$ cat src/sv/ssm_pkg.sv
// Shared constants, command codes and link types for the substring search block.
package ssm_pkg;

  localparam int MAX_PATTERN = 16;
  localparam int COUNT_WIDTH = 16;
  localparam int LEN_W       = $clog2(MAX_PATTERN + 1);
  localparam int POS_W       = 16;
  localparam int POS_MAX     = (1 << POS_W) - 1;
  localparam int QUEUE_DEPTH = 2;
  localparam int QPTR_W      = (QUEUE_DEPTH > 1) ? $clog2(QUEUE_DEPTH) : 1;
  localparam int QCNT_W      = $clog2(QUEUE_DEPTH + 1);

  localparam logic [1:0] FUNC_CLEAR   = 2'd0;
  localparam logic [1:0] FUNC_PATTERN = 2'd1;
  localparam logic [1:0] FUNC_TEXT    = 2'd2;
  localparam logic [1:0] FUNC_FINISH  = 2'd3;

  typedef enum logic [2:0] {
    CMD_CLEAR,
    CMD_PATTERN,
    CMD_TEXT,
    CMD_FINISH,
    CMD_OVERFLOW
  } cmd_e;

  typedef struct packed {
    cmd_e       op;
    logic [7:0] data;
  } cmd_t;

  typedef struct packed {
    logic valid;
    cmd_t cmd;
  } q_link_t;

endpackage

$ cat src/sv/ssm_if.sv
// Handshake channels for input words and result words.
interface ssm_in_if;
  logic       valid;
  logic       ready;
  logic [1:0] func;
  logic [7:0] data_byte;

  modport source (output valid, output func, output data_byte, input ready);
  modport sink (input valid, input func, input data_byte, output ready);
endinterface

interface ssm_out_if;
  logic        valid;
  logic        ready;
  logic [15:0] position;
  logic        found;
  logic        overflow;

  modport source (output valid, output position, output found, output overflow, input ready);
  modport sink (input valid, input position, input found, input overflow, output ready);
endinterface

$ cat src/sv/substring_first_match.sv
// A finish word passes through the command queue, and its result is then held in the result register.
// Throughput: one word per cycle while the queue has room, set by the parallel window compare.
// A finish word waits in the queue only while the previous result is still untaken.
// Reset clears the pattern length, text counter, match and overflow flags and the queue.
// The pattern store and text window hold no reset value; they are masked until written.
// Top level of the first-match substring search.
module substring_first_match (
  input  logic       clk_i,
  input  logic       rst_ni,
  ssm_in_if.sink     in_i,
  ssm_out_if.source  out_o
);

  ssm_pkg::q_link_t push, pop;
  logic             q_full, pop_ready;

  ssm_front u_front (
    .clk_i    (clk_i),
    .rst_ni   (rst_ni),
    .in_i     (in_i),
    .q_full_i (q_full),
    .push_o   (push)
  );

  ssm_queue u_queue (
    .clk_i       (clk_i),
    .rst_ni      (rst_ni),
    .push_i      (push),
    .full_o      (q_full),
    .pop_o       (pop),
    .pop_ready_i (pop_ready)
  );

  ssm_back u_back (
    .clk_i       (clk_i),
    .rst_ni      (rst_ni),
    .pop_i       (pop),
    .pop_ready_o (pop_ready),
    .out_o       (out_o)
  );

endmodule

$ cat src/sv/ssm_front.sv
// Front end: accepts input words and classifies them into commands for the queue.
module ssm_front (
  input  logic              clk_i,
  input  logic              rst_ni,
  ssm_in_if.sink            in_i,
  input  logic              q_full_i,
  output ssm_pkg::q_link_t  push_o
);

  logic [ssm_pkg::LEN_W-1:0] plen_q, plen_d;
  logic                      text_begun_q, text_begun_d;
  logic                      accept;
  ssm_pkg::cmd_e             op;

  assign in_i.ready = !q_full_i;
  assign accept     = in_i.valid && !q_full_i;

  // Pattern bytes that arrive after text or beyond the store only raise overflow.
  always_comb begin
    unique case (in_i.func)
      ssm_pkg::FUNC_CLEAR:   op = ssm_pkg::CMD_CLEAR;
      ssm_pkg::FUNC_PATTERN: begin
        if (text_begun_q || plen_q == ssm_pkg::LEN_W'(ssm_pkg::MAX_PATTERN)) begin
          op = ssm_pkg::CMD_OVERFLOW;
        end else begin
          op = ssm_pkg::CMD_PATTERN;
        end
      end
      ssm_pkg::FUNC_TEXT:    op = ssm_pkg::CMD_TEXT;
      ssm_pkg::FUNC_FINISH:  op = ssm_pkg::CMD_FINISH;
      default:               op = ssm_pkg::CMD_FINISH;
    endcase
  end

  always_comb begin
    plen_d       = plen_q;
    text_begun_d = text_begun_q;
    if (accept) begin
      case (op)
        ssm_pkg::CMD_CLEAR: begin
          plen_d       = '0;
          text_begun_d = 1'b0;
        end
        ssm_pkg::CMD_PATTERN: plen_d = plen_q + ssm_pkg::LEN_W'(1);
        ssm_pkg::CMD_TEXT:    text_begun_d = 1'b1;
        default: ;
      endcase
    end
  end

  always_ff @(posedge clk_i or negedge rst_ni) begin
    if (!rst_ni) begin
      plen_q       <= '0;
      text_begun_q <= 1'b0;
    end else begin
      plen_q       <= plen_d;
      text_begun_q <= text_begun_d;
    end
  end

  assign push_o.valid    = in_i.valid;
  assign push_o.cmd.op   = op;
  assign push_o.cmd.data = in_i.data_byte;

endmodule

$ cat src/sv/ssm_queue.sv
// Short command queue between the front end and the execution back end.
module ssm_queue (
  input  logic              clk_i,
  input  logic              rst_ni,
  input  ssm_pkg::q_link_t  push_i,
  output logic              full_o,
  output ssm_pkg::q_link_t  pop_o,
  input  logic              pop_ready_i
);

  ssm_pkg::cmd_t              mem_q [ssm_pkg::QUEUE_DEPTH];
  logic [ssm_pkg::QPTR_W-1:0] wr_ptr_q, rd_ptr_q;
  logic [ssm_pkg::QCNT_W-1:0] cnt_q;
  logic                       do_push, do_pop;

  assign full_o  = cnt_q == ssm_pkg::QCNT_W'(ssm_pkg::QUEUE_DEPTH);
  assign do_push = push_i.valid && !full_o;
  assign do_pop  = pop_o.valid && pop_ready_i;

  assign pop_o.valid = cnt_q != '0;
  assign pop_o.cmd   = mem_q[rd_ptr_q];

  always_ff @(posedge clk_i) begin
    if (do_push) begin
      mem_q[wr_ptr_q] <= push_i.cmd;
    end
  end

  always_ff @(posedge clk_i or negedge rst_ni) begin
    if (!rst_ni) begin
      wr_ptr_q <= '0;
      rd_ptr_q <= '0;
      cnt_q    <= '0;
    end else begin
      if (do_push) begin
        wr_ptr_q <= (wr_ptr_q == ssm_pkg::QPTR_W'(ssm_pkg::QUEUE_DEPTH - 1))
                    ? '0 : wr_ptr_q + ssm_pkg::QPTR_W'(1);
      end
      if (do_pop) begin
        rd_ptr_q <= (rd_ptr_q == ssm_pkg::QPTR_W'(ssm_pkg::QUEUE_DEPTH - 1))
                    ? '0 : rd_ptr_q + ssm_pkg::QPTR_W'(1);
      end
      if (do_push && !do_pop) begin
        cnt_q <= cnt_q + ssm_pkg::QCNT_W'(1);
      end else if (do_pop && !do_push) begin
        cnt_q <= cnt_q - ssm_pkg::QCNT_W'(1);
      end
    end
  end

endmodule

$ cat src/sv/ssm_back.sv
// Back end: pattern store, text window compare, match tracking and the result register.
module ssm_back (
  input  logic              clk_i,
  input  logic              rst_ni,
  input  ssm_pkg::q_link_t  pop_i,
  output logic              pop_ready_o,
  ssm_out_if.source         out_o
);

  localparam int MP = ssm_pkg::MAX_PATTERN;
  localparam int CW = ssm_pkg::COUNT_WIDTH;

  // The pattern is kept right aligned so that its last byte sits beside the newest text byte.
  logic [7:0]                pat_q    [MP];
  logic [7:0]                window_q [MP];
  logic [7:0]                window_nx[MP];
  logic [MP-1:0]             pmask_q;
  logic [MP-1:0]             hit;
  logic [ssm_pkg::LEN_W-1:0] len_q;
  logic [CW-1:0]             count_q, count_inc, mstart_q;
  logic                      mseen_q, ovf_q;
  logic                      out_valid_q;
  logic [ssm_pkg::POS_W-1:0] pos_q, pos_d;
  logic                      found_q, found_d, ovf_out_q;
  logic                      do_pop, count_full, match_now, finish_pop;

  assign pop_ready_o = (pop_i.cmd.op != ssm_pkg::CMD_FINISH) || !out_valid_q || out_o.ready;
  assign do_pop      = pop_i.valid && pop_ready_o;
  assign finish_pop  = do_pop && pop_i.cmd.op == ssm_pkg::CMD_FINISH;

  assign count_full = count_q == '1;
  assign count_inc  = count_q + CW'(1);

  always_comb begin
    for (int i = 0; i < MP; i++) begin
      window_nx[i] = (i == MP - 1) ? pop_i.cmd.data : window_q[(i + 1) % MP];
      hit[i]       = !pmask_q[i] || (window_nx[i] == pat_q[i]);
    end
  end

  assign match_now = !mseen_q && len_q != '0 && (33'(len_q) <= 33'(count_inc)) && (&hit);

  always_comb begin
    if (len_q == '0) begin
      pos_d   = ssm_pkg::POS_W'(1);
      found_d = 1'b1;
    end else if (mseen_q) begin
      pos_d   = (33'(mstart_q) > 33'(ssm_pkg::POS_MAX)) ? '1 : ssm_pkg::POS_W'(mstart_q);
      found_d = 1'b1;
    end else begin
      pos_d   = '0;
      found_d = 1'b0;
    end
  end

  // Store and window carry no reset; only entries covered by the mask are ever compared.
  always_ff @(posedge clk_i) begin
    if (do_pop && pop_i.cmd.op == ssm_pkg::CMD_PATTERN) begin
      for (int i = 0; i < MP - 1; i++) begin
        pat_q[i] <= pat_q[i + 1];
      end
      pat_q[MP-1] <= pop_i.cmd.data;
    end
    if (do_pop && pop_i.cmd.op == ssm_pkg::CMD_TEXT && !count_full) begin
      for (int i = 0; i < MP; i++) begin
        window_q[i] <= window_nx[i];
      end
    end
    if (finish_pop) begin
      pos_q     <= pos_d;
      found_q   <= found_d;
      ovf_out_q <= ovf_q;
    end
  end

  always_ff @(posedge clk_i or negedge rst_ni) begin
    if (!rst_ni) begin
      pmask_q  <= '0;
      len_q    <= '0;
      count_q  <= '0;
      mstart_q <= '0;
      mseen_q  <= 1'b0;
      ovf_q    <= 1'b0;
    end else if (do_pop) begin
      unique case (pop_i.cmd.op)
        ssm_pkg::CMD_CLEAR: begin
          pmask_q  <= '0;
          len_q    <= '0;
          count_q  <= '0;
          mstart_q <= '0;
          mseen_q  <= 1'b0;
          ovf_q    <= 1'b0;
        end
        ssm_pkg::CMD_PATTERN: begin
          pmask_q <= {1'b1, pmask_q[MP-1:1]};
          len_q   <= len_q + ssm_pkg::LEN_W'(1);
        end
        ssm_pkg::CMD_TEXT: begin
          if (count_full) begin
            ovf_q <= 1'b1;
          end else begin
            count_q <= count_inc;
            if (match_now) begin
              mseen_q  <= 1'b1;
              mstart_q <= count_inc - CW'(len_q) + CW'(1);
            end
          end
        end
        ssm_pkg::CMD_OVERFLOW: ovf_q <= 1'b1;
        ssm_pkg::CMD_FINISH: ;
        default: ;
      endcase
    end
  end

  always_ff @(posedge clk_i or negedge rst_ni) begin
    if (!rst_ni) begin
      out_valid_q <= 1'b0;
    end else if (finish_pop) begin
      out_valid_q <= 1'b1;
    end else if (out_o.ready) begin
      out_valid_q <= 1'b0;
    end
  end

  assign out_o.valid    = out_valid_q;
  assign out_o.position = pos_q;
  assign out_o.found    = found_q;
  assign out_o.overflow = ovf_out_q;

  a_notfound_zero: assert property (@(posedge clk_i) disable iff (!rst_ni)
    out_valid_q && !found_q |-> pos_q == '0)
    else $error("result without a match carries a nonzero position");

  a_match_needs_pattern: assert property (@(posedge clk_i) disable iff (!rst_ni)
    mseen_q |-> len_q != '0)
    else $error("match recorded with an empty pattern");

  a_match_in_text: assert property (@(posedge clk_i) disable iff (!rst_ni)
    mseen_q |-> (mstart_q != '0 && mstart_q <= count_q))
    else $error("match start lies outside the text seen so far");

endmodule
$ cat src/flat_wrapper.sv
// flat-port wrapper written by rule: the top's interface ports become plain ports
module substring_first_match_flat 
  (clk_i, rst_ni, in_i_valid, in_i_func, in_i_data_byte, in_i_ready, out_o_valid, out_o_position, out_o_found, out_o_overflow, out_o_ready);
  ssm_in_if in_i_i ();
  ssm_out_if out_o_i ();
  input  logic clk_i;
  input  logic rst_ni;
  input wire logic [$bits(in_i_i.valid)-1:0] in_i_valid;
  input wire logic [$bits(in_i_i.func)-1:0] in_i_func;
  input wire logic [$bits(in_i_i.data_byte)-1:0] in_i_data_byte;
  output wire logic [$bits(in_i_i.ready)-1:0] in_i_ready;
  output wire logic [$bits(out_o_i.valid)-1:0] out_o_valid;
  output wire logic [$bits(out_o_i.position)-1:0] out_o_position;
  output wire logic [$bits(out_o_i.found)-1:0] out_o_found;
  output wire logic [$bits(out_o_i.overflow)-1:0] out_o_overflow;
  input wire logic [$bits(out_o_i.ready)-1:0] out_o_ready;
  assign in_i_i.valid = in_i_valid;
  assign in_i_i.func = in_i_func;
  assign in_i_i.data_byte = in_i_data_byte;
  assign in_i_ready = in_i_i.ready;
  assign out_o_valid = out_o_i.valid;
  assign out_o_position = out_o_i.position;
  assign out_o_found = out_o_i.found;
  assign out_o_overflow = out_o_i.overflow;
  assign out_o_i.ready = out_o_ready;
  substring_first_match u_core (.clk_i(clk_i), .rst_ni(rst_ni), .in_i(in_i_i), .out_o(out_o_i));
endmodule
$ cat config.mk
export PLATFORM = sky130hd
export DESIGN_NAME = substring_first_match_flat
export DESIGN_NICKNAME = d
export VERILOG_FILES = /design/src/sv/ssm_pkg.sv /design/src/sv/ssm_if.sv /design/src/sv/substring_first_match.sv /design/src/sv/ssm_front.sv /design/src/sv/ssm_queue.sv /design/src/sv/ssm_back.sv /design/src/flat_wrapper.sv
export SDC_FILE = /design/constraint.sdc
export NUM_CORES = 1
export LEC_CHECK = 0
export BUFFER_PORTS_ARGS = -buffer_cell sky130_fd_sc_hd__clkbuf_2
export CAP_MARGIN = 10
export CELL_PAD_IN_SITES_DETAIL_PLACEMENT = 1
export CELL_PAD_IN_SITES_GLOBAL_PLACEMENT = 2
export CORE_MARGIN = 2
export CORE_UTILIZATION = 46
export DETAILED_ROUTE_END_ITERATION = 8
export HOLD_SLACK_MARGIN = 0.1
export PLACE_DENSITY_LB_ADDON = 0.3
export SLEW_MARGIN = 25
export SYNTH_ARGS = -nofsm -noshare
export SYNTH_HDL_FRONTEND = slang
export SYNTH_SLANG_ARGS = --single-unit
export TNS_END_PERCENT = 50
$ cat constraint.sdc
create_clock -name clk_i -period 15.35 [get_ports clk_i]
set_clock_uncertainty 0.05 [all_clocks]
set_input_delay 2.3025 -clock clk_i [delete_from_list [all_inputs] [get_ports clk_i]]
set_output_delay 2.3025 -clock clk_i [all_outputs]
set_load 0.01 [all_outputs]
==> results of run 1 <==
-- final cells by class --
type / count / area, µm²
repair buffers: 43 / 240
clock buffers: 45 / 977
clock inverters: 19 / 191
fillers: 2993 / 15000
well taps: 402 / 503
flip-flops and latches: 354 / 10300
inverters: 36 / 138
multi-input cells: 551 / 3990
-- cell usage after synthesis, types with 2 or more instances --
| library cell | number | area share [%] |
|---|---|---|
| a21o_1 | 2 | 0.10 |
| a21oi_1 | 16 | 0.55 |
| and2_1 | 15 | 0.65 |
| and3_1 | 3 | 0.13 |
| and3b_1 | 2 | 0.12 |
| buf_2 | 5 | 0.17 |
| buf_6 | 4 | 0.31 |
| clkbuf_1 | 10 | 0.26 |
| dfrtp_1 | 66 | 11 |
| edfxtp_1 | 288 | 59 |
| fa_1 | 2 | 0.28 |
| ha_1 | 31 | 2.7 |
| inv_1 | 34 | 0.88 |
| inv_2 | 2 | 0.052 |
| mux2_2 | 10 | 0.77 |
| mux2_4 | 9 | 0.93 |
| mux2i_1 | 2 | 0.14 |
| nand2_1 | 54 | 1.4 |
| nand2b_1 | 3 | 0.13 |
| nand3_1 | 28 | 0.96 |
| nand4_1 | 45 | 1.9 |
| nor2_1 | 37 | 0.95 |
| nor2b_1 | 2 | 0.086 |
| nor3_1 | 11 | 0.38 |
| nor4_1 | 5 | 0.22 |
| nor4b_1 | 2 | 0.12 |
| o2111ai_1 | 2 | 0.12 |
| o21ai_0 | 62 | 2.1 |
| o21bai_1 | 2 | 0.10 |
| o22ai_1 | 4 | 0.17 |
| o2bb2ai_1 | 2 | 0.12 |
| o31ai_1 | 3 | 0.15 |
| or2_2 | 2 | 0.086 |
| xnor2_1 | 132 | 7.9 |
| xor2_1 | 30 | 1.8 |
-- kinds of logic after synthesis --
kind of cell | count (synthesis) | synth area share (%)
buffers and inverters | 57 | 1.83
and+or+nand+nor | 223 | 8.12
AOI/OAI and AO/OA | 110 | 4.49
DFF | 354 | 70.8
muxes | 22 | 1.92
xor gates and xnor gates | 163 | 9.87
adders and majority gates | 33 | 2.94
-- critical path: cells and delay by family --
family                 cells  cell delay, ps
AO/OA/AOI/OAI              1             110
buffers and inverters      4            1830
AND/OR/NAND/NOR            2             420
-- state kept, by name (all words and copies together), names as in the netlist --
register / count
u_core.u_back.pat_q: 128
u_core.u_back.window_q: 120
u_core.u_queue.mem_q: 22
u_core.u_back.count_q: 16
u_core.u_back.mstart_q: 16
u_core.u_back.out_o.position: 16
u_core.u_back.pmask_q: 16
u_core.u_back.len_q: 5
u_core.u_front.plen_q: 5
u_core.u_queue.cnt_q: 2
u_core.u_back.mseen_q: 1
u_core.u_back.out_o.found: 1
u_core.u_back.out_o.overflow: 1
u_core.u_back.out_o.valid: 1
u_core.u_back.ovf_q: 1
u_core.u_front.text_begun_q: 1
u_core.u_queue.rd_ptr_q: 1
u_core.u_queue.wr_ptr_q: 1
-- power groups by stage --
| stage | combinational, µW | sequential, µW | clock [µW] |
|---|---|---|---|
| final | 585 | 1440 | 864 |
| after global routing | 661 | 1470 | 928 |
| after CTS | 603 | 1450 | 889 |
| after detailed placement | 599 | 1460 | 0 |
| after global placement | 587 | 1440 | 0 |
| after floorplan | 436 | 1450 | 0 |
-- layer usage --
layer / GRT usage [%] / share of wire, % / wire length [µm] / up-vias
li1: - / - / - / 3656
met1: 21.6 / 43 / 11700 / 3787
met2: 30.1 / 51 / 13700 / 104
met3: 2.77 / 3.9 / 1060 / 39
met4: 4.68 / 1.8 / 496 / 0
met5: 0 / 0 / 0 / -
-- final timing paths --
path,from,end,depth (start not counted)
max reg2reg,u_core.u_queue.rd_ptr_q,u_core.u_back.window_q[1][47],6
min reg2reg,u_core.u_back.window_q[1][12],u_core.u_back.window_q[1][4],0
max,out_o_ready,u_core.u_back.pat_q[0][13],7
max in group asynchronous,rst_ni,u_core.u_back.pmask_q[11],2
min,u_core.u_back.window_q[1][12],u_core.u_back.window_q[1][4],0
min in group asynchronous,rst_ni,u_core.u_back.mstart_q[6],2
-- per-stage QoR --
stage | instance area, µm² | hold slack, ps | worst slack [ps] | cells
after global placement | 15200 | 399 | 10190 | 1386
after floorplan | 14500 | 376 | 3120 | 962
final | 16300 | 398 | 10680 | 1450
after CTS | 16300 | 400 | 10650 | 1450
after global routing | 16300 | 420 | 10480 | 1450
after detailed placement | 15200 | 407 | 10120 | 1386
==> metrics.txt, run 1 <==
outcome=finished clean; Synth Flop Type=edfxtp_1; hpwl dp=18,300 µm; peak supply drop=0.105 mV; Worst Path Max Fanout=65; most frequent cells in the layout=edfxtp_1 (288), xnor2_1 (132), dfrtp_1 (66); Worst Max-Slew Pin Slew=962 ps; fmax=about 0.21 GHz; utilization after layout=52.2%; H-tree depth=2; Yosys cell types=70; number of cells produced by synthesis=962; vias=7,586; core area=31,300 µm²; post-synthesis sequential area ratio=70.8%; EDFF count, synth=288; CTS Buf Count=38; setup violators final=0; Pwr Total=2890 µW; DR pass1 iterations=5; synthesized area=around 15,000 µm²; Top Ports=34; DR WL/cell=18.6 µm; share of layout cells above drive strength 1=12.7%; final hold vios=0; Most common cell on crit path=buf_4; most common cell after layout, fill and taps aside=edfxtp_1; vias in the first global route=8,130; Max clock buf depth=3; Tcrit/Tclk final=between 30% and 40%; Remaining DRCs=0; R2R setup slack=~11,000 ps; GRT overflow=0; Switching Share=between 20% and 30%; total negative slack=0 ps; RSZ-0062 raised after global routing=no; Area Overhead vs Synth=12.3%; Crit. End Element=flip-flop; post-CTS setup buffers=0; first-pass GRT wire length=between 40,000 and 50,000 µm; Initial DRC Count=464; Logic pwr share=20.2%; clock root cell=clkbuf_16; number of synthesis warnings=0; syn avg cell area=15.1 µm²; crit-path cells=clkbuf_2 -> nand2b_1 -> o32ai_2 -> buf_4 -> nor3_2 -> buf_4 -> buf_4; Die Footprint=33,100 µm²; sequential cell fraction of total power=49.9%; fin crit period=4670 ps; vias per cell=5.23; Clock transition at path regs=60 ps; ant diodes=0; Clk pwr share=29.9%; critical path startpoint category=input pin; Tightest Hold Check Type=flip-flop to flip-flop; async set-reset flop share out of synthesis=between 10% and 20%; Mapped Nets=1,009; classification of the worst setup path=input pin to flip-flop; hold_buf cts=0; internal power=roughly 2000 µW; number of synthesized register bits=between 300 and 400; P_sw=850 µW; initial core utilization=46.4%; worst-skew pair later-pin latency=530 ps; GRT Util Overall=17.0%; Slew Viols, Final=0; CTS tree=built; pin count of the biggest net entering global routing=67; GP Congestion=just under 0.8; final wirelength=27,000 µm; Post-DRT Antenna Nets=0; antenna violations before repair=0; max-cap viol count=0; Die Ht=182 µm; die width=182 µm; crit path DAT=4760 ps; nets@finish=1,071; clock sinks=~350; row count=65; slowest stage delay, CP=800 ps; CP required=around 15,000 ps; leakage=0.00586 µW; Pwr Density=approximately 180 nW/µm²; Worst path slowest cell=buf_4; Slew HR=35.4%; # resized after CTS=0; I/O Buffers=33
Note: power is estimated with default switching activity, not from simulation.
==> run 2: changes to the inputs <==
- clock period: 15.35 -> 4.3 ns (I/O delays scaled with it)
==> metrics.txt, run 2 (synthesized netlist as in run 1, its figures left out) <==
slowest stage delay, CP=440 ps; DR WL/cell=around 19 µm; final wirelength=27,400 µm; Crit. End Element=flip-flop; max reg flops=around 130; Slew Viols, Final=0; vias=7,700; I/O Buffers=33; Max clock buf depth=3; GRT overflow=0; CTS Buf Count=38; Clock transition at path regs=60 ps; worst path buffer plus inverter count=1; DR pass1 iterations=5; hpwl dp=around 19,000 µm; CP required=4660 ps; Worst path slowest cell=dfrtp_1; critical path startpoint category=flip-flop; total negative slack=0 ps; nets@finish=1,076; leakage=0.00594 µW; worst-skew pair later-pin latency=530 ps; multi-input logic area=4020 µm²; Slew HR=40.6%; crit path DAT=just over 4000 ps; utilization after layout=52.7%; Tightest Hold Check Type=input pin to async pin; Pwr Density=641 nW/µm²; # fillers=2,965; ant diodes=0; H-tree depth=2; antenna violations before repair=0; Remaining DRCs=0; GRT Util Overall=17.1%; initial core utilization=46.4%; area post-placement=15,300 µm²; Top Ports=34; final hold vios=0; Die Ht=182 µm; fmax=0.267 GHz; CTS tree=built; fin worst setup slack=555 ps; core area=approximately 31,000 µm²; Worst Max-Slew Pin Slew=888 ps; row count=65; RSZ-0062 raised after global routing=no; final instance area=between 15,000 and 20,000 µm²; Initial DRC Count=roughly 430; Die Footprint=33,100 µm²; largest registers=u_core.u_back.pat_q x128, u_core.u_back.window_q x120, u_core.u_queue.mem_q x22; Tcrit/Tclk final=87.1%; outcome=finished clean; pre-CTS setup slack=about 620 ps; GP Congestion=0.816; Worst Path Max Fanout=9; Seq. cell area=10,300 µm²; Post-DRT Antenna Nets=0; classification of the worst setup path=flip-flop to flip-flop; post-CTS setup buffers=0; delay-heaviest family, CP=compound AO/OA/AOI/OAI gates; vias per cell=5.28; fin crit period=3740 ps; setup violators final=0; Biggest register=u_core.u_back.pat_q; die width=182 µm; most common cell after layout, fill and taps aside=edfxtp_1; first-pass GRT wire length=43,900 µm; pin count of the biggest net entering global routing=131; crit-path cells=ha_1 -> nand3_1 -> xor2_1 -> inv_1 -> ha_1 -> ha_1 -> nand3_1 -> o2111ai_1 -> a21oi_1 -> o21ai_0 -> a311oi_1 -> o21bai_1 -> xor2_1 -> a32o_1; most frequent cells in the layout=edfxtp_1 (288), xnor2_1 (132), dfrtp_1 (66); # resized after CTS=0; clock root cell=clkbuf_16; share of layout cells above drive strength 1=13.2%; Area Overhead vs Synth=13.5%; clock sinks=354; peak supply drop=0.460 mV; max-cap viol count=0; hold_buf cts=0; vias in the first global route=8,193; Most common cell on crit path=ha_1
[run 2: cell types whose count changed in the layout (fill, tap and decap cells not counted), moves of 2 or more]
cell | before | now
buf_4 | 10 | 13
inv_6 | 2 | 0
buf_12 | 0 | 2
bufinv_16 | 3 | 5
clkinv_1 | 5 | 9
[run 2: per-layer routing]
| layer | share of wire [%] | routed length, µm | track usage (%) |
|---|---|---|---|
| met1 | 44 | 12100 | 22.5 |
| met2 | 50 | 13800 | 29.6 |
| met3 | 3.6 | 998 | 2.59 |
| met4 | 2.2 | 591 | 5.01 |
| met5 | 0 | 0 | 0 |
[run 2: worst register-to-register path, delay by kind of cell, from the launching register on]
family	cells	cell delay (ps)
AO/OA/AOI/OAI	6	1350
XOR/XNOR	2	330
adder cells (fa/ha/maj)	3	1130
buffers and inverters	1	80
flip-flops	1	440
AND/OR/NAND/NOR	2	230
[run 2: worst paths after layout]
kind                                                      to  depth (start not counted)  slack (ps)                           from
worst max-delay path              u_core.u_back.mstart_q[14]                         14         560       u_core.u_back.count_q[0]
worst min-delay path               u_core.u_back.mstart_q[6]                          1         140                         rst_ni
worst max register to register    u_core.u_back.mstart_q[14]                         14         560       u_core.u_back.count_q[0]
worst min register to register  u_core.u_back.window_q[1][2]                          0         420  u_core.u_back.window_q[1][10]
max in group asynchronous           u_core.u_front.plen_q[4]                          2        3050                         rst_ni
min in group clk_i                u_core.u_queue.mem_q[0][7]                          1         260              in_i_data_byte[7]
[run 2: stage by stage]
| step | std cells | total power [µW] | hold WS (ps) |
|---|---|---|---|
| after CTS | 1459 | 10700 | 156 |
| final | 1459 | 10600 | 140 |
| after detailed placement | 1391 | 7440 | 398 |
| after global placement | 1391 | 7310 | 400 |
| after floorplan | 962 | 6700 | 299 |
| after global routing | 1459 | 11100 | 185 |
[run 2: final cells by class]
cell class | instances | area share, %
Tap cell | 402 | 3.05
Multi-Input combinational cell | 551 | 24.3
Inverter | 36 | 0.834
Clock inverter | 22 | 1.51
Sequential cell | 354 | 62.4
Timing Repair Buffer | 48 | 1.83
Clock buffer | 46 | 6.07
[run 2: power by group]
group / leakage, µW / switching [µW] / total [µW] / internal, µW
registers: 0.00352 / 454 / 5140 / 4690
clock network: 0.000607 / 1290 / 3250 / 1960
logic: 0.00181 / 1360 / 2190 / 834
